[config.mk]
export PLATFORM = sky130hd
export DESIGN_NAME = cio_queue
export DESIGN_NICKNAME = d
export VERILOG_FILES = /design/src/rtl/cio_pkg.sv /design/src/rtl/cio_queue.sv
export SDC_FILE = /design/constraint.sdc
export NUM_CORES = 1
export LEC_CHECK = 0
export BUFFER_PORTS_ARGS = -buffer_cell sky130_fd_sc_hd__buf_4
export CAP_MARGIN = 30
export CORE_MARGIN = 4
export CORE_UTILIZATION = 55
export DETAILED_ROUTE_END_ITERATION = 8
export GPL_ROUTABILITY_DRIVEN = 0
export PLACE_DENSITY = 0.81
export SYNTH_ARGS = -nofsm -noshare
export SYNTH_HDL_FRONTEND = slang
export SYNTH_SLANG_ARGS = --single-unit
[constraint.sdc]
create_clock -name clock -period 5.9 [get_ports clock]
set_input_delay 1.18 -clock clock [delete_from_list [all_inputs] [get_ports clock]]
set_output_delay 1.18 -clock clock [all_outputs]
set_load 0.05 [all_outputs]
[src/rtl/cio_pkg.sv]
// Shared types, port codes and constants of the console I/O port block.
`timescale 1ns / 1ps

package cio_pkg;

   // Memory sizes
   localparam int unsigned EXT_EEPROM_BYTES_DEF = 2048;
   localparam int unsigned INT_EEPROM_BYTES     = 1024;
   localparam int unsigned INT_ADDR_W           = $clog2(INT_EEPROM_BYTES);
   localparam int unsigned EXT_ADDR_MAX_W       = 16;
   localparam int unsigned PORT_COUNT           = 256;

   // Queue between the front and the back
   localparam int unsigned QUEUE_DEPTH = 2;

   // Configuration port
   localparam int unsigned CSR_ADDR_W    = 3;
   localparam int unsigned CSR_DATA_W    = 32;
   localparam int unsigned EXT_MASK_W    = 11;
   localparam logic [EXT_MASK_W-1:0] EXT_MASK_RESET = 11'h7FF;
   localparam logic REG_EXT_MASK = 1'b0;

   // Commands
   localparam logic CMD_READ  = 1'b0;
   localparam logic CMD_WRITE = 1'b1;

   // Plain read windows of the port file
   localparam logic [7:0] PLAIN_A_LO = 8'h4E;
   localparam logic [7:0] PLAIN_A_HI = 8'h51;
   localparam logic [7:0] PLAIN_B_LO = 8'h80;
   localparam logic [7:0] PLAIN_B_HI = 8'h94;

   // Port numbers
   localparam logic [7:0] PORT_DMA_SRC_LO = 8'h40;
   localparam logic [7:0] PORT_DMA_SRC_HI = 8'h41;
   localparam logic [7:0] PORT_DMA_DST_LO = 8'h44;
   localparam logic [7:0] PORT_DMA_DST_HI = 8'h45;
   localparam logic [7:0] PORT_DMA_LEN_LO = 8'h46;
   localparam logic [7:0] PORT_DMA_LEN_HI = 8'h47;
   localparam logic [7:0] PORT_DMA_CTRL   = 8'h48;
   localparam logic [7:0] PORT_HW_ID      = 8'hAA;
   localparam logic [7:0] PORT_HW_TYPE    = 8'hB3;
   localparam logic [7:0] PORT_KEYPAD     = 8'hB5;
   localparam logic [7:0] PORT_IEE_DATA_L = 8'hBA;
   localparam logic [7:0] PORT_IEE_DATA_H = 8'hBB;
   localparam logic [7:0] PORT_IEE_ADDR_L = 8'hBC;
   localparam logic [7:0] PORT_IEE_ADDR_H = 8'hBD;
   localparam logic [7:0] PORT_IEE_CMD    = 8'hBE;
   localparam logic [7:0] PORT_SYS_CTRL   = 8'hC0;
   localparam logic [7:0] PORT_BANK_1     = 8'hC2;
   localparam logic [7:0] PORT_BANK_2     = 8'hC3;
   localparam logic [7:0] PORT_EEE_DATA_L = 8'hC4;
   localparam logic [7:0] PORT_EEE_DATA_H = 8'hC5;
   localparam logic [7:0] PORT_EEE_ADDR_L = 8'hC6;
   localparam logic [7:0] PORT_EEE_ADDR_H = 8'hC7;
   localparam logic [7:0] PORT_EEE_CMD    = 8'hC8;
   localparam logic [7:0] PORT_RTC_CMD    = 8'hCA;
   localparam logic [7:0] PORT_RTC_DATA   = 8'hCB;

   // Fixed and derived values
   localparam logic [7:0] HW_ID_VALUE     = 8'hFF;
   localparam logic [7:0] HW_TYPE_MID     = 8'h84;
   localparam logic [7:0] HW_TYPE_HIGH    = 8'hC4;
   localparam logic [7:0] SYS_CTRL_FIXED  = 8'h20;
   localparam logic [7:0] READ_READY_BIT  = 8'h80;
   localparam logic [7:0] RTC_READ_CMD    = 8'h15;
   localparam logic [2:0] RTC_LAST_INDEX  = 3'd6;

   // Where the back takes a read result from, or which EEPROM a write also stores to
   typedef enum logic [1:0] {
      SRC_NONE,
      SRC_PORT,
      SRC_INT,
      SRC_EXT
   } src_type;

   // One classified access, handed from the front to the back
   typedef struct packed {
      logic                      is_write;
      src_type                   src;
      logic [7:0]                port_addr;
      logic [INT_ADDR_W-1:0]     int_addr;
      logic [EXT_ADDR_MAX_W-1:0] ext_addr;
      logic [7:0]                wdata;
      logic [7:0]                imm;
      logic                      fwd;
   } work_type;

endpackage

[src/rtl/cio_queue.sv]
// Short queue of classified words between the front and the back.
`timescale 1ns / 1ps

module cio_queue (
   input  logic              clock,
   input  logic              reset,
   input  logic              push_valid,
   input  cio_pkg::work_type push_data,
   output logic              full,
   input  logic              pop_ready,
   output logic              pop_valid,
   output cio_pkg::work_type pop_data
);
   import cio_pkg::*;

   localparam int unsigned PTR_W = (QUEUE_DEPTH > 1) ? $clog2(QUEUE_DEPTH) : 1;
   localparam int unsigned CNT_W = $clog2(QUEUE_DEPTH + 1);

   work_type          slots_ff [QUEUE_DEPTH];
   logic [PTR_W-1:0]  wr_ptr_ff, wr_ptr_in;
   logic [PTR_W-1:0]  rd_ptr_ff, rd_ptr_in;
   logic [CNT_W-1:0]  count_ff, count_in;
   logic              do_push, do_pop;

   assign full      = (count_ff == CNT_W'(QUEUE_DEPTH));
   assign pop_valid = (count_ff != '0);
   assign pop_data  = slots_ff[rd_ptr_ff];
   assign do_push   = push_valid && !full;
   assign do_pop    = pop_valid && pop_ready;

   always_comb begin
      wr_ptr_in = wr_ptr_ff;
      rd_ptr_in = rd_ptr_ff;
      count_in  = count_ff;
      if (do_push) begin
         wr_ptr_in = (wr_ptr_ff == PTR_W'(QUEUE_DEPTH - 1)) ? '0 : wr_ptr_ff + 1'b1;
      end
      if (do_pop) begin
         rd_ptr_in = (rd_ptr_ff == PTR_W'(QUEUE_DEPTH - 1)) ? '0 : rd_ptr_ff + 1'b1;
      end
      if (do_push && !do_pop) begin
         count_in = count_ff + 1'b1;
      end else if (do_pop && !do_push) begin
         count_in = count_ff - 1'b1;
      end
   end

   always_ff @(posedge clock) begin
      if (reset) begin
         wr_ptr_ff <= '0;
         rd_ptr_ff <= '0;
         count_ff  <= '0;
      end else begin
         wr_ptr_ff <= wr_ptr_in;
         rd_ptr_ff <= rd_ptr_in;
         count_ff  <= count_in;
      end
   end

   always_ff @(posedge clock) begin
      if (do_push) begin
         slots_ff[wr_ptr_ff] <= push_data;
      end
   end

endmodule

==> results of run 1 <==
[sequential cells by signal, summed over array words and instances, names as in the netlist, named ones only]
name       flops
slots_ff     108
rd_ptr_ff      1
wr_ptr_ff      1
count_ff       2
[stage by stage]
step	util	std cells	hold WS (ns)	total power (uW)
after floorplan	-	193	0.4516	1792
after global placement	0.6978	401	0.4664	2063
after detailed placement	0.7005	402	0.5010	2085
after CTS	0.7778	432	0.5082	3041
after global routing	0.7778	432	0.5410	3120
final	0.7778	432	0.5083	3013
[cells by family (layout without fill, tap and decap cells)]
group | after synthesis | after routing | share of synthesized area
DFF | 113 | 113 | 0.8151
muxes | 54 | 54 | 0.1483
and+or+nand+nor | 9 | 9 | 0.01190
buffers and inverters | 8 | 148 | 0.009153
AOI/OAI and AO/OA | 5 | 5 | 0.006100
xor gates and xnor gates | 3 | 3 | 0.006408
adders and majority gates | 1 | 1 | 0.003050
[layout make-up]
cell class / count / area [um^2]
fill: 405 / 1612
clock buffer: 17 / 414.1
inverter: 2 / 7.507
clock inverter: 13 / 146.4
multi-input combinational: 72 / 721.9
sequential: 113 / 3344
tap: 99 / 123.9
timing repair buffer: 116 / 883.3
[worst max-delay path, stage by stage, from the launching register on]
cell	delay, ns
dfxtp_2	0.31
buf_4	0.57
mux2_2	0.43
buf_4	0.19
[metal layers]
| metal | wire, um | global-route usage |
|---|---|---|
| met1 | 3004 | 0.2025 |
| met3 | 502 | 0.06614 |
| met5 | 0 | 0 |
| met4 | 87 | 0.06137 |
| met2 | 3883 | 0.2908 |
[worst paths after layout]
path | to | cells past startpoint | slack [ns]
hold / removal | flop | 2 | 0.51
setup / recovery | pop_data[37] | 3 | 2.71
hold reg to reg | flop | 2 | 0.51
setup reg to reg | slots_ff[1][40] | 4 | 3.83
[power breakdown]
part / switching [uW] / internal [uW] / total, uW
sequential: 29.8 / 1010 / 1040
combinational: 684 / 340 / 1020
clock: 319 / 629 / 948
total: 1030 / 1980 / 3010
[cells in the final DEF, fill, tap and decap left out]
| cell | count |
|---|---|
| a21oi_1 | 2 |
| and2_2 | 1 |
| buf_12 | 1 |
| buf_4 | 115 |
| bufinv_16 | 3 |
| clkbuf_16 | 16 |
| clkbuf_8 | 1 |
| clkinv_1 | 4 |
| clkinv_2 | 2 |
| clkinv_4 | 1 |
| clkinvlp_4 | 3 |
| dfxtp_1 | 4 |
| dfxtp_2 | 1 |
| edfxtp_1 | 108 |
| ha_1 | 1 |
| inv_1 | 1 |
| inv_2 | 1 |
| mux2_2 | 54 |
| nor2_1 | 4 |
| nor2b_2 | 1 |
| o21ai_0 | 3 |
| or2_2 | 1 |
| or3_1 | 2 |
| xor2_1 | 3 |
==> qor.yml, run 1 <==
finClkSkew_ns: 0.007689
outcome: "finished, final reports clean"
p_per_area_mw_per_mm2: 534.0
insertion_delay_ns: 0.49
dp_hpwl_um: 4669
cts-root-buf: "clkbuf_8"
cts_hold_buf: 0
htree_levels: 4
period_minus_slack_ns: 3.187
wl_per_cell_um: 17.31
reg2reg_from: "count_ff[1]"
crit_fanout: 54
hp-start: "rd_ptr_ff"
crit_type: "flop to output port"
layout-drive-gt1-share: 0.6036
min_period_over_period: 0.5402
design.core.area_mm2: 0.007253
synth_area_mm2: 0.004101
vias: 2153
worst_pin_slew_ns: 0.7129
grt_pass1_wl_um: 11060
max_freq_mhz: 313.8
io_buffers: 113
io_pins: 114
cts_tree: "yes"
maxSlewViolCount: 0
yosysTopAreaCellShare: 0.7907
clockBufferDepth: 2
fin_ws_ns: 2.713
overflow: 0
diodes: 0
syn2layout_area_growth_pct: 37.55
slew_headroom: 0.5248
yosysSeqAreaShare: 0.8151
nets: 381
fp.dieH_um: 94.36
arrival_ns: 2.01
routed_wl_um: 7478
cts.sinks: 113
synth_edf_count: 108
syn_avg_cell_area_um2: 21.25
place_area_mm2: 0.005081
p_leak_uw: 0.002137
ctsResizeCount: 0
die_w_um: 94.36
critPathRequiredTime_ns: 4.72
grt_pass1_vias: 2277
rsz0062_at_grt: "false"
synth.area.top_cells: "edfxtp_1 79%, mux2_2 15%, dfxtp_1 2.4%"
crit_path_start_kind: "flop"
stdcell_area_mm2: 0.005642
yosys_most_used_dff: "edfxtp_1"
hp-class: "flop to flop"
async_flop_share: 0
peakVddDrop_uv: 419.6
grt_max_degree: 55
synth_area_leader_cell: "edfxtp_1"
drcViolationCount: 0
place_ws_ns: 2.996
hold_viol: 0
postRouteAntennaNets: 0
clkTransAtPathRegs_ns: 0.05
firstDrtPassIters: 4
dieArea_mm2: 0.008903
cap_violations: 0
rows: 31
finalSetupViolations: 0
cts_buffers: 17
ys_top_cells_by_count: "108 x edfxtp_1, 54 x mux2_2, 6 x buf_2"
drt-initial-drc-count: 112
synth.distinct_cells: 14
ys_ff_latch: 113
crit_path_end_kind: "output port"
syn_nets: 252
grt.total_usage: 0.1725
tns_ns: 0
start_util: 0.5655
yosysWarnings: 0
antenna_found_initial: 0
post_cts_buffers: 0
via_per_inst: 4.984
synthCells: 193
synth_most_common_cell: "edfxtp_1"
Power figures use the tool's default switching activity.
==> run 2, diff against run 1 <==
Settings changed: CORE_UTILIZATION 55 to 51, PLACE_DENSITY 0.81 to 0.76.
Clock period 5.9 ns to 3.3 ns, I/O delays scaled along.
==> run 2 against run 1 <==
Against the previous run: first-iteration DRC count shrank 39%; clock skew rose by 0.0016 ns; total power grew 75%; sequential power grew 81%; largest power group unchanged; worst setup slack got worse by 2.0 ns; hold slack got worse by 0.16 ns; non-clock buffer count grew 1; count of clock-buffer cells in the layout grew 3; via count shrank 1.2%; sequential cell count stayed put; largest cell class unchanged; critical path type unchanged; global-route usage decreased by 1.8 points; combinational power grew 79%.
==> qor.yml, run 2 (synthesis gave the netlist of run 1 again) <==
critPathRequiredTime_ns: 2.64
grt_pass1_vias: 2356
clockBufferDepth: 2
rsz0062_at_grt: "false"
diodes: 0
crit_fanout: 43
insertion_delay_ns: 0.49
pwr-share-comb: 0.348
slew_headroom: 0.5477
rows: 32
antenna_found_initial: 0
instances_no_fill: 438
drt-initial-drc-count: 68
io_buffers: 113
gr-usage-met2: 0.2757
overflow: 0
clkTransAtPathRegs_ns: 0.05
min_period_over_period: 0.7770
hp-class: "primary input to flop"
fp.dieH_um: 97.68
drcViolationCount: 0
fillCellCount: 515
ff_latch_area_mm2: 0.003344
die_w_um: 97.68
dieArea_mm2: 0.009540
p_clk_frac: 0.295
crit_path_end_kind: "output port"
crit_path_start_kind: "flop"
arrival_ns: 1.90
p_per_area_mw_per_mm2: 935.0
max_freq_mhz: 390.0
nets: 382
mostFrequentLayoutCell: "buf_4"
cts_hold_buf: 0
cts_buffers: 17
internal-power_uw: 3415
largest_register: "slots_ff"
p_sw_uw: 1855
io_pins: 114
syn2layout_area_growth_pct: 37.43
via_per_inst: 4.858
hold_viol: 0
grt.total_usage: 0.1548
worst_pin_slew_ns: 0.6785
vias: 2128
grt_max_degree: 44
path_buf_inv: 2
htree_levels: 4
routed_wl_um: 7206
place_area_mm2: 0.005117
p_seq_frac: 0.357
start_util: 0.5280
layout-drive-gt1-share: 0.6071
finalSetupViolations: 0
cts-root-buf: "clkbuf_8"
postRouteAntennaNets: 0
dp_hpwl_um: 4753
design.core.area_mm2: 0.007767
ctsResizeCount: 0
multi_input_area_um2: 721.9
tns_ns: 0
slowest_stage: "dfxtp_2"
finClkSkew_ns: 0.009291
maxSlewViolCount: 0
wl_per_cell_um: 16.45
final_cell_mix: "114 x buf_4, 108 x edfxtp_1, 54 x mux2_2"
slowest_delay_ns: 0.52
p_leak_uw: 0.002130
cts_tree: "yes"
grt_pass1_wl_um: 11130
reg_top3: "slots_ff x108, count_ff x2"
stdcell_area_mm2: 0.005637
crit_type: "flop to output port"
cap_violations: 0
worst_path_dominant_cell_family: "flip-flops"
cts.sinks: 113
dpl.cell_count: 406
use_met3: 0.07322
post_cts_buffers: 0
grt-busiest-layer: "met2"
peakVddDrop_uv: 607.7
worstPathCellList: "buf_12 -> mux2_2 -> buf_4"
period_minus_slack_ns: 2.564
met1_usage: 0.1624
outcome: "finished, final reports clean"
p_sw_frac: 0.3519
firstDrtPassIters: 4
power.total_uw: 5270
largest_reg_flops: 108
fin_hold_ws_ns: 0.3491
## run 2: changes by cell type in the layout (fill, tap and decap cells not counted), sizes merged
cell      before  now
buf          116  117
clkbuf        17   20
bufinv         3    1
clkinvlp       3    4
## run 2: power by group through the flow
stage | Combinational [uW] | Sequential, uW | Clock [uW]
floorplan | 1330 | 1880 | 0
global placement | 1840 | 1900 | 0
detailed placement | 1850 | 1910 | 0
CTS | 1860 | 1880 | 1580
global route | 1920 | 1900 | 1660
finish | 1830 | 1880 | 1560
## run 2: path summary, 6_finish.rpt
path                 startpoint              end  slack [ns]  cells after the start
setup / recovery           flop     pop_data[13]        0.74                      3
hold / removal    push_data[40]  slots_ff[1][40]        0.35                      1
setup reg to reg    count_ff[0]  slots_ff[0][19]        1.36                      4
hold reg to reg       wr_ptr_ff        wr_ptr_ff        0.48                      2
## run 2: area by class of cell
type                            instances  share of cell area
Inverter                                2            0.001332
Clock inverter                         12             0.01665
Tap cell                              102             0.02264
Clock buffer                           20             0.07547
Timing Repair Buffer                  117              0.1625
Sequential cell                       113              0.5933
Multi-Input combinational cell         72              0.1281
## run 2: per-stage QoR
| step | utilization | setup slack [ns] |
|---|---|---|
| 3_5_place_dp | 0.6588 | 1.023 |
| 4_1_cts | 0.7257 | 0.6901 |
| 5_1_grt | 0.7257 | 0.6380 |
| 3_3_place_gp | 0.6588 | 1.066 |
| 2_1_floorplan | - | 0.7542 |
| 6_report | 0.7257 | 0.7360 |
## run 2: layer usage
layer / vias to the layer above / wire length (um)
met2: 74 / 3786
li1: 1019 / -
met5: - / 0
met3: 5 / 496
met1: 1030 / 2874
met4: 0 / 49
