### src/rtl/cio_pkg.sv
// Shared types, port codes and constants of the console I/O port block.
`timescale 1ns / 1ps

package cio_pkg;

   // Memory sizes
   localparam int unsigned EXT_EEPROM_BYTES_DEF = 2048;
   localparam int unsigned INT_EEPROM_BYTES     = 1024;
   localparam int unsigned INT_ADDR_W           = $clog2(INT_EEPROM_BYTES);
   localparam int unsigned EXT_ADDR_MAX_W       = 16;
   localparam int unsigned PORT_COUNT           = 256;

   // Queue between the front and the back
   localparam int unsigned QUEUE_DEPTH = 2;

   // Configuration port
   localparam int unsigned CSR_ADDR_W    = 3;
   localparam int unsigned CSR_DATA_W    = 32;
   localparam int unsigned EXT_MASK_W    = 11;
   localparam logic [EXT_MASK_W-1:0] EXT_MASK_RESET = 11'h7FF;
   localparam logic REG_EXT_MASK = 1'b0;

   // Commands
   localparam logic CMD_READ  = 1'b0;
   localparam logic CMD_WRITE = 1'b1;

   // Plain read windows of the port file
   localparam logic [7:0] PLAIN_A_LO = 8'h4E;
   localparam logic [7:0] PLAIN_A_HI = 8'h51;
   localparam logic [7:0] PLAIN_B_LO = 8'h80;
   localparam logic [7:0] PLAIN_B_HI = 8'h94;

   // Port numbers
   localparam logic [7:0] PORT_DMA_SRC_LO = 8'h40;
   localparam logic [7:0] PORT_DMA_SRC_HI = 8'h41;
   localparam logic [7:0] PORT_DMA_DST_LO = 8'h44;
   localparam logic [7:0] PORT_DMA_DST_HI = 8'h45;
   localparam logic [7:0] PORT_DMA_LEN_LO = 8'h46;
   localparam logic [7:0] PORT_DMA_LEN_HI = 8'h47;
   localparam logic [7:0] PORT_DMA_CTRL   = 8'h48;
   localparam logic [7:0] PORT_HW_ID      = 8'hAA;
   localparam logic [7:0] PORT_HW_TYPE    = 8'hB3;
   localparam logic [7:0] PORT_KEYPAD     = 8'hB5;
   localparam logic [7:0] PORT_IEE_DATA_L = 8'hBA;
   localparam logic [7:0] PORT_IEE_DATA_H = 8'hBB;
   localparam logic [7:0] PORT_IEE_ADDR_L = 8'hBC;
   localparam logic [7:0] PORT_IEE_ADDR_H = 8'hBD;
   localparam logic [7:0] PORT_IEE_CMD    = 8'hBE;
   localparam logic [7:0] PORT_SYS_CTRL   = 8'hC0;
   localparam logic [7:0] PORT_BANK_1     = 8'hC2;
   localparam logic [7:0] PORT_BANK_2     = 8'hC3;
   localparam logic [7:0] PORT_EEE_DATA_L = 8'hC4;
   localparam logic [7:0] PORT_EEE_DATA_H = 8'hC5;
   localparam logic [7:0] PORT_EEE_ADDR_L = 8'hC6;
   localparam logic [7:0] PORT_EEE_ADDR_H = 8'hC7;
   localparam logic [7:0] PORT_EEE_CMD    = 8'hC8;
   localparam logic [7:0] PORT_RTC_CMD    = 8'hCA;
   localparam logic [7:0] PORT_RTC_DATA   = 8'hCB;

   // Fixed and derived values
   localparam logic [7:0] HW_ID_VALUE     = 8'hFF;
   localparam logic [7:0] HW_TYPE_MID     = 8'h84;
   localparam logic [7:0] HW_TYPE_HIGH    = 8'hC4;
   localparam logic [7:0] SYS_CTRL_FIXED  = 8'h20;
   localparam logic [7:0] READ_READY_BIT  = 8'h80;
   localparam logic [7:0] RTC_READ_CMD    = 8'h15;
   localparam logic [2:0] RTC_LAST_INDEX  = 3'd6;

   // Where the back takes a read result from, or which EEPROM a write also stores to
   typedef enum logic [1:0] {
      SRC_NONE,
      SRC_PORT,
      SRC_INT,
      SRC_EXT
   } src_type;

   // One classified access, handed from the front to the back
   typedef struct packed {
      logic                      is_write;
      src_type                   src;
      logic [7:0]                port_addr;
      logic [INT_ADDR_W-1:0]     int_addr;
      logic [EXT_ADDR_MAX_W-1:0] ext_addr;
      logic [7:0]                wdata;
      logic [7:0]                imm;
      logic                      fwd;
   } work_type;

endpackage

### src/rtl/cio_front.sv
// Front of the console I/O block: accepts words, keeps the control ports and classifies.
`timescale 1ns / 1ps

module cio_front (
   input  logic                                 clock,
   input  logic                                 reset,
   input  logic [cio_pkg::EXT_MASK_W-1:0]       ext_eeprom_mask,
   input  logic                                 req_valid,
   output logic                                 req_stall,
   input  logic                                 req_command,
   input  logic [7:0]                           req_port,
   input  logic [7:0]                           req_write_data,
   input  logic [7:0]                           req_keys_pressed,
   input  logic                                 queue_full,
   output logic                                 push_valid,
   output cio_pkg::work_type                    push_data
);
   import cio_pkg::*;

   logic accept;

   // Copies of the ports whose values steer reads, addresses or side effects
   logic [7:0] src_lo_ff, src_hi_ff, dst_lo_ff, dst_hi_ff, len_lo_ff, len_hi_ff;
   logic [7:0] b3_ff, b5_ff, bc_ff, bd_ff, be_ff, c0_ff, c6_ff, c7_ff, c8_ff, ca_ff, cb_ff;
   logic [7:0] src_lo_in, src_hi_in, dst_lo_in, dst_hi_in, len_lo_in, len_hi_in;
   logic [7:0] b3_in, b5_in, bc_in, bd_in, be_in, c0_in, c6_in, c7_in, c8_in, ca_in, cb_in;
   logic [2:0] rtc_idx_ff, rtc_idx_in;

   logic [15:0] dma_src_sum, dma_dst_sum, dma_len;
   logic [15:0] ext_raw;
   logic        plain_hit;
   work_type    work;

   function automatic logic [7:0] ack_status(input logic [7:0] v);
      logic [7:0] r;
      if (v[5]) begin
         r = v | 8'h02;
      end else if (v[4]) begin
         r = v | 8'h01;
      end else begin
         r = v | 8'h03;
      end
      return r;
   endfunction

   assign accept     = req_valid && !queue_full;
   assign req_stall  = queue_full;
   assign push_valid = accept;
   assign push_data  = work;

   assign dma_len     = {len_hi_ff, len_lo_ff};
   assign dma_src_sum = {src_hi_ff, src_lo_ff} + dma_len;
   assign dma_dst_sum = {dst_hi_ff, dst_lo_ff} + dma_len;

   // The two address bytes overlap in bit 8; the odd data port sets bit 0.
   assign ext_raw = {c7_ff, 8'h00} | {7'h00, c6_ff, req_port[0]};

   assign plain_hit = (req_port >= PLAIN_A_LO && req_port <= PLAIN_A_HI) ||
                      (req_port >= PLAIN_B_LO && req_port <= PLAIN_B_HI);

   always_comb begin
      src_lo_in  = src_lo_ff;
      src_hi_in  = src_hi_ff;
      dst_lo_in  = dst_lo_ff;
      dst_hi_in  = dst_hi_ff;
      len_lo_in  = len_lo_ff;
      len_hi_in  = len_hi_ff;
      b3_in      = b3_ff;
      b5_in      = b5_ff;
      bc_in      = bc_ff;
      bd_in      = bd_ff;
      be_in      = be_ff;
      c0_in      = c0_ff;
      c6_in      = c6_ff;
      c7_in      = c7_ff;
      c8_in      = c8_ff;
      ca_in      = ca_ff;
      cb_in      = cb_ff;
      rtc_idx_in = rtc_idx_ff;

      work.is_write  = (req_command == CMD_WRITE);
      work.src       = SRC_NONE;
      work.port_addr = req_port;
      work.int_addr  = {bd_ff[0], bc_ff, req_port[0]};
      work.ext_addr  = ext_raw & {{(EXT_ADDR_MAX_W - EXT_MASK_W){1'b0}}, ext_eeprom_mask};
      work.wdata     = req_write_data;
      work.imm       = 8'h00;
      work.fwd       = 1'b0;

      if (req_command == CMD_WRITE) begin
         case (req_port)
            PORT_DMA_SRC_LO: src_lo_in = req_write_data;
            PORT_DMA_SRC_HI: src_hi_in = req_write_data;
            PORT_DMA_DST_LO: dst_lo_in = req_write_data;
            PORT_DMA_DST_HI: dst_hi_in = req_write_data;
            PORT_DMA_LEN_LO: len_lo_in = req_write_data;
            PORT_DMA_LEN_HI: len_hi_in = req_write_data;
            PORT_HW_TYPE:    b3_in     = req_write_data;
            PORT_KEYPAD:     b5_in     = req_write_data;
            PORT_IEE_ADDR_L: bc_in     = req_write_data;
            PORT_IEE_ADDR_H: bd_in     = req_write_data;
            PORT_IEE_CMD:    be_in     = req_write_data;
            PORT_SYS_CTRL:   c0_in     = req_write_data;
            PORT_EEE_ADDR_L: c6_in     = req_write_data;
            PORT_EEE_ADDR_H: c7_in     = req_write_data;
            PORT_EEE_CMD:    c8_in     = req_write_data;
            PORT_RTC_CMD:    ca_in     = req_write_data;
            PORT_RTC_DATA:   cb_in     = req_write_data;
            default: ;
         endcase

         case (req_port)
            PORT_DMA_CTRL: begin
               // A started transfer copies nothing but moves both pointers past it.
               if (req_write_data[7]) begin
                  src_lo_in = dma_src_sum[7:0];
                  src_hi_in = dma_src_sum[15:8];
                  dst_lo_in = dma_dst_sum[7:0];
                  dst_hi_in = dma_dst_sum[15:8];
                  len_lo_in = 8'h00;
                  len_hi_in = 8'h00;
               end
            end
            PORT_IEE_DATA_L, PORT_IEE_DATA_H: work.src = SRC_INT;
            PORT_EEE_DATA_L, PORT_EEE_DATA_H: work.src = SRC_EXT;
            PORT_RTC_CMD: begin
               if (req_write_data == RTC_READ_CMD) begin
                  rtc_idx_in = 3'd0;
               end
            end
            PORT_SYS_CTRL, PORT_BANK_1, PORT_BANK_2: ;
            default: work.fwd = 1'b1;
         endcase
      end else if (plain_hit) begin
         work.src = SRC_PORT;
      end else begin
         case (req_port)
            PORT_HW_ID: work.imm = HW_ID_VALUE;
            PORT_HW_TYPE: begin
               if (!b3_ff[7]) begin
                  work.imm = 8'h00;
               end else if (!b3_ff[6]) begin
                  work.imm = HW_TYPE_MID;
               end else begin
                  work.imm = HW_TYPE_HIGH;
               end
            end
            PORT_KEYPAD: begin
               if (b5_ff[6]) begin
                  work.imm = {b5_ff[7:4], req_keys_pressed[1], req_keys_pressed[0],
                              req_keys_pressed[3], 1'b0};
               end else if (b5_ff[5]) begin
                  work.imm = {b5_ff[7:4], req_keys_pressed[5], req_keys_pressed[7],
                              req_keys_pressed[4], req_keys_pressed[6]};
               end else begin
                  work.imm = {b5_ff[7:4], 4'h0};
               end
            end
            PORT_IEE_CMD:    work.imm = ack_status(be_ff);
            PORT_IEE_DATA_L, PORT_IEE_DATA_H: work.src = SRC_INT;
            PORT_SYS_CTRL:   work.imm = {4'h0, c0_ff[3:0]} | SYS_CTRL_FIXED;
            PORT_EEE_DATA_L, PORT_EEE_DATA_H: work.src = SRC_EXT;
            PORT_EEE_CMD:    work.imm = ack_status(c8_ff);
            PORT_RTC_CMD:    work.imm = ca_ff | READ_READY_BIT;
            PORT_RTC_DATA: begin
               // While the read command is set, each data read steps the sequence.
               if (ca_ff == RTC_READ_CMD) begin
                  work.imm   = 8'h00;
                  rtc_idx_in = (rtc_idx_ff >= RTC_LAST_INDEX) ? 3'd0 : rtc_idx_ff + 3'd1;
               end else begin
                  work.imm = cb_ff | READ_READY_BIT;
               end
            end
            default: work.fwd = 1'b1;
         endcase
      end
   end

   always_ff @(posedge clock) begin
      if (reset) begin
         src_lo_ff  <= 8'h00;
         src_hi_ff  <= 8'h00;
         dst_lo_ff  <= 8'h00;
         dst_hi_ff  <= 8'h00;
         len_lo_ff  <= 8'h00;
         len_hi_ff  <= 8'h00;
         b3_ff      <= 8'h00;
         b5_ff      <= 8'h00;
         bc_ff      <= 8'h00;
         bd_ff      <= 8'h00;
         be_ff      <= 8'h00;
         c0_ff      <= 8'h00;
         c6_ff      <= 8'h00;
         c7_ff      <= 8'h00;
         c8_ff      <= 8'h00;
         ca_ff      <= 8'h00;
         cb_ff      <= 8'h00;
         rtc_idx_ff <= 3'd0;
      end else if (accept) begin
         src_lo_ff  <= src_lo_in;
         src_hi_ff  <= src_hi_in;
         dst_lo_ff  <= dst_lo_in;
         dst_hi_ff  <= dst_hi_in;
         len_lo_ff  <= len_lo_in;
         len_hi_ff  <= len_hi_in;
         b3_ff      <= b3_in;
         b5_ff      <= b5_in;
         bc_ff      <= bc_in;
         bd_ff      <= bd_in;
         be_ff      <= be_in;
         c0_ff      <= c0_in;
         c6_ff      <= c6_in;
         c7_ff      <= c7_in;
         c8_ff      <= c8_in;
         ca_ff      <= ca_in;
         cb_ff      <= cb_in;
         rtc_idx_ff <= rtc_idx_in;
      end
   end

endmodule

### config.mk
export PLATFORM = sky130hd
export DESIGN_NAME = cio_front
export DESIGN_NICKNAME = d
export VERILOG_FILES = /design/src/rtl/cio_pkg.sv /design/src/rtl/cio_front.sv
export SDC_FILE = /design/constraint.sdc
export NUM_CORES = 1
export LEC_CHECK = 0
export ABC_AREA = 1
export BUFFER_PORTS_ARGS = -buffer_cell sky130_fd_sc_hd__buf_4
export CAP_MARGIN = 10
export CORE_UTILIZATION = 56
export CTS_BUF_LIST = sky130_fd_sc_hd__clkbuf_8 sky130_fd_sc_hd__clkbuf_16
export DETAILED_ROUTE_END_ITERATION = 6
export MAX_ROUTING_LAYER = met4
export PLACE_DENSITY = 0.91
export SYNTH_ARGS = -nofsm -noshare
export SYNTH_HDL_FRONTEND = slang
export SYNTH_SLANG_ARGS = --single-unit
### constraint.sdc
create_clock -name clock -period 2.3 [get_ports clock]
set_input_delay 0.23 -clock clock [delete_from_list [all_inputs] [get_ports clock]]
set_output_delay 0.23 -clock clock [all_outputs]
set_load 0.005 [all_outputs]
==> results of run 1 <==
## routing by layer
metal | global-route usage (%) | routed length, µm
met3 | 6.97 | 914
met4 | 14.1 | 299
met1 | 37.2 | 3780
met2 | 49.7 | 4240
met5 | - | 0
## through the flow
step,instances,utilization [%],power [mW],hold WS (ps)
6_report,661,71.7,2.15,206
5_1_grt,661,71.7,2.22,214
4_1_cts,661,71.7,2.15,202
3_5_place_dp,646,68.5,1.29,452
3_3_place_gp,646,68.5,1.28,446
2_1_floorplan,527,-,1.20,377
## final cells by class
cell class	instances	area, µm²	share of cell area [%]
Clock inverter	3	20.0	0.492
Inverter	48	180	4.43
Sequential cell	61	1220	30.0
Clock buffer	12	165	4.06
Timing Repair Buffer	93	698	17.1
Tap cell	72	90.1	2.21
Multi-Input combinational cell	372	1700	41.7
## tightest hold or removal path, delay by kind of cell
kind	cells	cell delay (ps)
compound gates	1	60
buf+inv	1	150
simple gates	1	70
## synth_stat cells
| library cell | number | area share (%) |
|---|---|---|
| a211oi_1 | 13 | 2.9 |
| inv_2 | 3 | 0.33 |
| o2111ai_1 | 1 | 0.26 |
| nor2_4 | 2 | 0.66 |
| nand4_1 | 2 | 0.37 |
| a21oi_1 | 43 | 6.3 |
| buf_2 | 5 | 0.74 |
| nor4_1 | 1 | 0.18 |
| buf_4 | 30 | 6.6 |
| nor3_1 | 16 | 2.4 |
| nor3_4 | 2 | 0.96 |
| nand2_2 | 4 | 0.74 |
| nand3b_1 | 1 | 0.22 |
| dfxtp_1 | 61 | 36 |
| and2_1 | 1 | 0.18 |
| buf_1 | 1 | 0.11 |
| nor2_1 | 79 | 8.7 |
| o21ai_0 | 14 | 2.1 |
| nand3_1 | 48 | 7.1 |
| clkbuf_1 | 8 | 0.89 |
| buf_6 | 2 | 0.66 |
| nor2_2 | 4 | 0.74 |
| a21boi_0 | 3 | 0.66 |
| o211ai_1 | 1 | 0.22 |
| nor2b_1 | 1 | 0.18 |
| o21a_1 | 1 | 0.22 |
| inv_1 | 45 | 5.0 |
| nand2_1 | 130 | 14 |
| conb_1 | 1 | 0.11 |
## power groups by stage
stage               registers, mW  clock network, mW  logic, mW
finish                       1.06              0.881      0.209
global route                 1.06              0.936      0.226
CTS                          1.06              0.887      0.206
detailed placement           1.08                  0      0.205
global placement             1.08                  0      0.200
floorplan                    1.08                  0      0.115
## flip-flops by register name (all words and copies together) (netlist names)
name and flops:
c0_ff 4, be_ff 8, bd_ff 1, b5_ff 4
c7_ff 3, ca_ff 8, c8_ff 8, bc_ff 8
cb_ff 7, b3_ff 2, c6_ff 8
## layout by cell type, fill, tap and decap left out, drive strengths merged, types with 12 or more instances in the layout
cell type  netlist  routed
o21ai           14      14
nor2            85      85
a211oi          13      13
dfxtp           61      61
nand3           48      48
buf             38      93
nor3            18      18
nand2          134     134
a21oi           43      43
clkbuf           8      12
inv             48      48
## final timing paths
check	from	slack [ps]	end	depth (start not counted)
max reg2reg	c8_ff[5]	1540	c8_ff[5]	2
max	req_port[0]	250	push_data[7]	12
min reg2reg	be_ff[2]	460	be_ff[2]	2
min	req_write_data[7]	210	c6_ff[7]	3
## kinds of logic after synthesis
family,share of synthesized area (%)
AOI/OAI and AO/OA,12.7
buffers and inverters,14.4
DFF,36.0
other,0.111
and+or+nand+nor,36.8
==> metrics, run 1 <==
crit start category input pin; Crit path largest cell delay between 300 and 400 ps; routed via count 3669; RD Place Congestion 0.971; RSZ-0062 raised after global routing false; fill cell total of the finished layout between 400 and 500; CP Data Arrival Time 1820 ps; Slowest cell on crit path inv_1; Final Hold Fails 0; H-Tree Depth 3; Post CTS Setup Buffer Count 0; Starting Density 59.7%; final setup violating endpoints 0; Iter 0 DRT Violations 350; Final Max Tran Viols 0; Worst Path Max Fanout 12; Reg clk slew, reported paths 70 ps; required time of the critical path between 2000 and 2500 ps; CTS tree done; Avg WL per Cell ~14 µm; largest net degree at the start of global routing 62; layout cells sized above 1 20.9%; Post-DP Area 3890 µm²; antenna cells 0; CTS Buf Count 9; CTS Sinks roughly 60; GRT Resource Usage Total 31.0%; Mean Syn Cell Area between 6 and 7 µm²; maxcap violations 0; Clock power frac 41.0%; sequential share of the synthesized area 36.0%; initial antenna violation count 0; critical-path cell list buf_4 -> inv_1 -> nand2_1 -> nor2_1 -> nand2_1 -> inv_1 -> nand2_1 -> nand2_1 -> nor2_1 -> nor2b_1 -> nor2_1 -> buf_4; CP Buf/Inv Count 4; global-route wire length before repair 14800 µm; die width 79.8 µm; Tightest Pin Transition approximately 620 ps; Ports 96; Total Nets Final 625; Crit path max-delay family simple AND/OR/NAND/NOR gates; clk buf depth 2; number of hold buffers added after CTS 0; Chip Height 79.8 µm; Final period util 89.2%; antenna-violating nets left 0; Internal 1.61 mW; pre-CTS setup slack 322 ps; P&R area growth vs syn 20.1%; Post-DP HPWL roughly 6600 µm; DRT Wirelength 9230 µm; Fin Setup TNS 0 ps; Clk Tree Root Cell clkbuf_8; TritonRoute pass-1 iters 5; Leakage 1.83 nW; cts repair resizes 0; Layout Skew 0 ps; Cells after Synth ~520; pwr/cell area approximately 530 nW/µm²; die area ~6400 µm²; status completed; Cell Area, Synth ~3400 µm²; remaining global-route overflow 0; Comb pwr share about a tenth; Vias/cell 5.55; fin worst setup slack approximately 250 ps; Yosys warnings 0; final instance area between 4000 and 5000 µm²; unique cell type count in the Yosys netlist 29; Crit. End Element output port; switch share 24.9%; # rows 27; worst skew pair latency approximately 340 ps; # port buffers 89; core box area 5680 µm²; Flop pwr share 49.2%; Sw Pwr ~0.53 mW; most frequent CP cell nand2_1; vias in the first global route 3285; Worst Hold Class in -> reg; FMAX 488 MHz; Slew headroom between 50 and 60%; critical path type in -> out; Seq cells post-synth 61; Peak VDD IR approximately 0.00047 V; DRC Markers 0; Final Critical Period 2050 ps
No activity file was read; power rests on OpenSTA's default activity.
==> run 2, diff against run 1 <==
Settings changed: BUFFER_PORTS_ARGS -buffer_cell sky130_fd_sc_hd__buf_4 to -buffer_cell sky130_fd_sc_hd__buf_2.
==> run 2 against run 1 <==
Against the previous run: die area did not move; critical path depth shrank 3; via count down 1.4%; highest routed layer unchanged; critical endpoint is now push_data[1]; clock power down 8.6%.
==> metrics, run 2 (synthesis results as in run 1) <==
Layout Cells excl Fill 663 (+0.30%); Final period util 84.8% (-4.4 points); Worst Path Max Fanout 13 (+1); worst-case reg-to-reg path depth 2 (unchanged); number of hold buffers added after CTS 0 (unchanged); TritonRoute pass-1 iters 5 (unchanged); CP Data Arrival Time 1720 ps (-100 ps); maxcap violations 0 (unchanged); Worst Hold Path EP c6_ff[7]; fin worst setup slack 350 ps (+101 ps); die area 6370 µm² (unchanged); vias in the first global route 3188 (-3.0%); hold depth 3 (unchanged); pre-CTS setup slack 384 ps (+61.1 ps); routed via count 3617 (-1.4%); Peak VDD IR 0.000399 V (-15%); Total Nets Final 627 (+0.32%); Starting Density 59.7% (unchanged); FMAX 513 MHz (+5.2%); Crit. End Element output port; RR Startpoint ca_ff[6]; commonest non-fill, non-tap cell in the layout nand2_1; Post-DP Area 3680 µm² (-5.3%); CTS Sinks 61 (unchanged); cts repair resizes 0 (unchanged); endpoint of the worst register-to-register path ca_ff[6]; Fin Setup TNS 0 ps (unchanged); Vias/cell 5.46 (-1.7%); DRC Markers 0 (unchanged); Chip Height 79.8 µm (unchanged); largest net degree at the start of global routing 62 (unchanged); required time of the critical path 2070 ps (about the same); Worst Hold Class in -> reg; layout cells sized above 1 21.2% (+0.27 points); # rows 27 (unchanged); DRT Wirelength 8780 µm (-4.9%); CTS tree done; core box area 5680 µm² (unchanged); Leakage 1.79 nW (-2.2%); hold_sp req_write_data[7]; FF-to-FF setup slack 1550 ps (about the same); Reg clk slew, reported paths 60 ps (about the same); # port buffers 89 (unchanged); crit start category input pin; clk buf depth 2 (unchanged); Clk Tree Root Cell clkbuf_8; GRT Resource Usage Total 29.8% (-1.3 points); H-Tree Depth 3 (unchanged); Post-DP HPWL 6290 µm (-4.3%); GRT met3 Usage 7.09% (+0.11 points); pwr/cell area 530 nW/µm² (+0.58%); met2 global-route usage 47.0% (-2.6 points); RSZ-0062 raised after global routing false; Post CTS Setup Buffer Count 0 (unchanged); Final Hold Fails 0 (unchanged); Avg WL per Cell 13.2 µm (-5.2%); Final Critical Period 1950 ps (-101 ps); status completed; CTS Buf Count 9 (unchanged); antenna-violating nets left 0 (unchanged); worst skew pair latency 330 ps (about the same); Iter 0 DRT Violations 284 (-19%); global-route wire length before repair 14100 µm (-4.1%); antenna cells 0 (unchanged); Ports 96 (unchanged); critical path type in -> out; GR Util met1 35.7% (-1.5 points); final setup violating endpoints 0 (unchanged); RD Place Congestion 0.891 (-8.3%); Post-Place Cells 648 (+0.31%); initial antenna violation count 0 (unchanged); Layout Skew 0 ps (unchanged); Tightest Pin Transition 632 ps (+16.6 ps); final instance area 3840 µm² (-5.6%); most frequent cells in the layout 130 x nand2_1, 89 x buf_2, 79 x nor2_1; P&R area growth vs syn 13.4%; Final Max Tran Viols 0 (unchanged); die width 79.8 µm (unchanged); busiest grt layer met2; remaining global-route overflow 0 (unchanged); Slew headroom 57.9% (-1.1 points)
==> run 2: changes by cell type in the layout (fill, tap and decap cells not counted), sizes merged <==
cell	before	now
buf	93	95
clkbuf	12	10
clkinv	1	4
clkinvlp	2	1
==> run 2: area by class of cell <==
cell class | instances | area [µm²]
clock buffer | 10 | 138
clock inverter | 5 | 27.5
fill | 516 | 1830
inverter | 48 | 180
multi-input combinational | 372 | 1700
sequential | 61 | 1220
tap | 72 | 90.1
timing repair buffer | 95 | 490
==> run 2: how the worst max path moves through the flow <==
stage | from | endpoint | slack, ps | cells after the start
after floorplan | req_port[1] | push_data[8] | 790 | 10
after global placement | req_port[0] | push_data[7] | 430 | 12
after detailed placement | req_port[0] | push_data[7] | 380 | 12
after CTS | req_port[0] | push_data[7] | 380 | 12
after global routing | req_port[0] | push_data[1] | 160 | 11
final | req_port[5] | push_data[1] | 350 | 9
==> run 2: through the flow <==
step	power (mW)	hold WS, ps	utilization, %
after global placement	1.25	446	64.8
after global routing	2.12	252	67.7
final	2.04	247	67.7
after detailed placement	1.25	453	64.8
after CTS	2.05	224	67.7
after floorplan	1.20	377	-
==> run 2: metal layers <==
metal | vias to the layer above | part of all wire [%]
met2 | 207 | 47
met5 | - | 0
li1 | 1781 | -
met3 | 24 | 9.9
met4 | 0 | 2.8
met1 | 1605 | 40
==> run 2: power by group <==
| group | switching (mW) | leakage, nW | internal, mW | total, mW |
|---|---|---|---|---|
| sequential | 0.000284 | 0.491 | 1.06 | 1.06 |
| clock | 0.400 | 0.0877 | 0.406 | 0.805 |
| combinational | 0.120 | 1.21 | 0.0557 | 0.176 |
==> run 2: critical path, stage by stage <==
cell and delay, ps:
buf_2 150, nor2_1 130, nand3_1 170, nor2_2 460, nand3_1 130, nand2_1 120
nor2_1 60, a21oi_1 140, buf_2 130
==> run 3, diff against run 2 <==
Settings changed: ABC_AREA 1 to 0, CORE_UTILIZATION 56 to 47, PLACE_DENSITY 0.91 to 0.82.
Clock period 2.3 ns to 1.74 ns, I/O delays scaled along.
==> run 3 against run 2 <==
Against the previous run: largest cell class unchanged; highest routed layer unchanged; the run now ends with setup timing left; sequential share of layout area shrank 4.6 points; global-route usage fell by 1.4 points; die area up 17%; clock skew unchanged; wire length is 14% higher; non-clock buffer count grew 48; total power rose by 47%.
==> metrics, run 3 <==
status complete, but fails checks; failing checks setup timing; antenna cells 0 (unchanged); Final period util 115%; Mean Syn Cell Area 8.26 µm² (+28%); # rows 30 (+11%); switch share 23.3% (-2.2 points); fin worst setup slack -258 ps (-608 ps); Worst Hold Class in -> reg; pre-CTS setup slack -253 ps (-637 ps); final setup violating endpoints 8 (+8); Worst Path Max Fanout 4 (-9); cell taking the most area after synthesis dfxtp_1; TritonRoute pass-1 iters 4 (-1); pwr/cell area 663 nW/µm² (+25%); Final Critical Period 2000 ps; Synth top cells by count 61 x dfxtp_1, 53 x nor2_1, 45 x mux2i_1; most frequent cells in the layout 86 x buf_2, 54 x dfxtp_1, 50 x nor2_1; Final Hold Fails 0 (unchanged); routed via count 3400 (-6.0%); Crit. End Element output port; remaining global-route overflow 0 (unchanged); Iter 0 DRT Violations 180 (-37%); layout cells sized above 1 38.6% (+17 points); required time of the critical path 1570 ps (-500 ps); antenna-violating nets left 0 (unchanged); Yosys warnings 0 (unchanged); Post-Place Cells 596 (-8.0%); maxcap violations 0 (unchanged); initial antenna violation count 0 (unchanged); share of the synthesized area in the top cell type 36.5% (+0.46 points); Starting Density 49.0% (-11 points); Post-DP HPWL 6950 µm (+10%); CTS Sinks 61 (unchanged); Cells after Synth 405 (-23%); CTS tree done; core box area 6830 µm² (+20%); worst skew pair latency 330 ps (about the same); Reg clk slew, reported paths 60 ps (about the same); CP Data Arrival Time 1820 ps (+100 ps); most common cell in the netlist dfxtp_1; Leakage 1.91 nW (+6.5%); DRT Wirelength 10000 µm (+14%); number of hold buffers added after CTS 0 (unchanged); clk buf depth 2 (unchanged); Cell Area, Synth 3350 µm² (-1.3%); CTS Buf Count 9 (unchanged); RD Place Congestion 0.908 (+2.0%); Total Nets Final 553 (-12%); Seq cells post-synth 61 (unchanged); Ports 96 (unchanged); Flop pwr share 46.5% (-5.4 points); Comb pwr share 11.2% (+2.6 points); crit start category flip-flop; commonest non-fill, non-tap cell in the layout buf_2; Clock power frac 42.2% (+2.7 points); GRT Resource Usage Total 28.3% (-1.4 points); FMAX 500 MHz; Layout Cells excl Fill 612 (-7.7%); sequential share of the synthesized area 36.5% (+0.46 points); critical path type reg -> out; Primary FF master, synth dfxtp_1; Chip Height 86.4 µm (+8.3%); # port buffers 89 (unchanged); Internal 2.30 mW (+52%); Vias/cell 5.56 (+1.8%); Async SR Flop Fraction 0% (unchanged); H-Tree Depth 3 (unchanged); unique cell type count in the Yosys netlist 57 (+97%); Sw Pwr 0.701 mW (+35%); die width 86.4 µm (+8.3%); global-route wire length before repair 15600 µm (+10%); Layout Skew 0 ps (unchanged); Clk Tree Root Cell clkbuf_8; Final Max Tran Viols 0 (unchanged); DRC Markers 0 (unchanged); overall power 3.00 mW (+47%); vias in the first global route 3214 (+0.82%); die area 7460 µm² (+17%); Avg WL per Cell 16.3 µm (+23%); Peak VDD IR 0.000533 V (+34%); RSZ-0062 raised after global routing true; Post-synth EDFFs 0 (unchanged); fill cell total of the finished layout 575 (+11%); Area contributors post-synth dfxtp_1 36%, mux2i_1 13%, nor2_1 5.9%, buf_4 5.4%, nand2_1 4.7%; largest net degree at the start of global routing 62 (unchanged); P&R area growth vs syn 35.4%
[run 3: cell count changes in the layout (fill, tap and decap cells not counted), moves of 9 or more]
cell and change:
inv_1 -39, buf_6 +9, buf_4 +38, nand2_1 -91, nand3_1 -22, nor3_1 -13, and2_1 +9, a211oi_1 -11
o21ai_0 -9, nor2_1 -29, mux2i_1 +45, a21oi_1 -17
[run 3: area by class of cell]
class,instances,area [µm²],area share [%]
clock inverter,2,33.8,0.746
sequential,61,1230,27.1
multi-input combinational,292,2020,44.5
clock buffer,12,165,3.65
tap,96,120,2.65
timing repair buffer,143,942,20.8
inverter,6,22.5,0.497
[run 3: repair_timing]
item | 4_1_cts | 5_1_grt
setup buffers | 0 | 2
endpoints found under the setup margin | 9 | 10
gates resized for setup | 31 | 28
pin swaps | 16 | 12
[run 3: layer usage]
layer  share of wire (%)  track usage (%)
met1                  40             35.1
met2                  48             46.2
met3                 8.9             4.38
met4                 3.1             11.7
met5                   0                -
[run 3: cells by family (layout without fill, tap and decap cells)]
logic type | Yosys count | count (layout) | synth area share (%)
compound gates | 65 | 65 | 12.6
flops | 61 | 61 | 36.5
other cells | 1 | 5 | 0.112
buf+inv | 56 | 163 | 9.61
mux | 45 | 45 | 13.5
simple gates | 177 | 177 | 27.7
[run 3: worst max-delay path: stages, from the launching register on]
cell	delay, ps
dfxtp_2	340
nor4bb_4	360
a211oi_4	160
buf_4	170
a221oi_2	210
a31oi_1	120
buf_2	150
[run 3: path summary, 6_finish.rpt]
check | from | end | slack, ps | cells after the start
setup / recovery | ca_ff[3] | push_data[3] | -260 | 6
hold / removal | req_write_data[6] | c8_ff[6] | 190 | 3
setup reg to reg | ca_ff[3] | ca_ff[3] | 910 | 4
hold reg to reg | c8_ff[6] | c8_ff[6] | 460 | 2
[run 3: per-stage QoR]
stage	TNS (ps)	util [%]	cell area (µm²)	hold slack [ps]
floorplan	0	-	3360	318
global placement	-1640	59.6	4070	441
detailed placement	-2220	59.6	4070	451
CTS	-1490	64.5	4410	175
global route	-2150	66.3	4530	195
finish	-1720	66.3	4530	187
[run 3: power groups by stage]
| stage | clock network [mW] | registers, mW | logic (mW) |
|---|---|---|---|
| final | 1.27 | 1.40 | 0.336 |
| after global routing | 1.34 | 1.40 | 0.360 |
| after CTS | 1.28 | 1.40 | 0.306 |
| after detailed placement | 0 | 1.43 | 0.293 |
| after global placement | 0 | 1.43 | 0.289 |
| after floorplan | 0 | 1.43 | 0.164 |
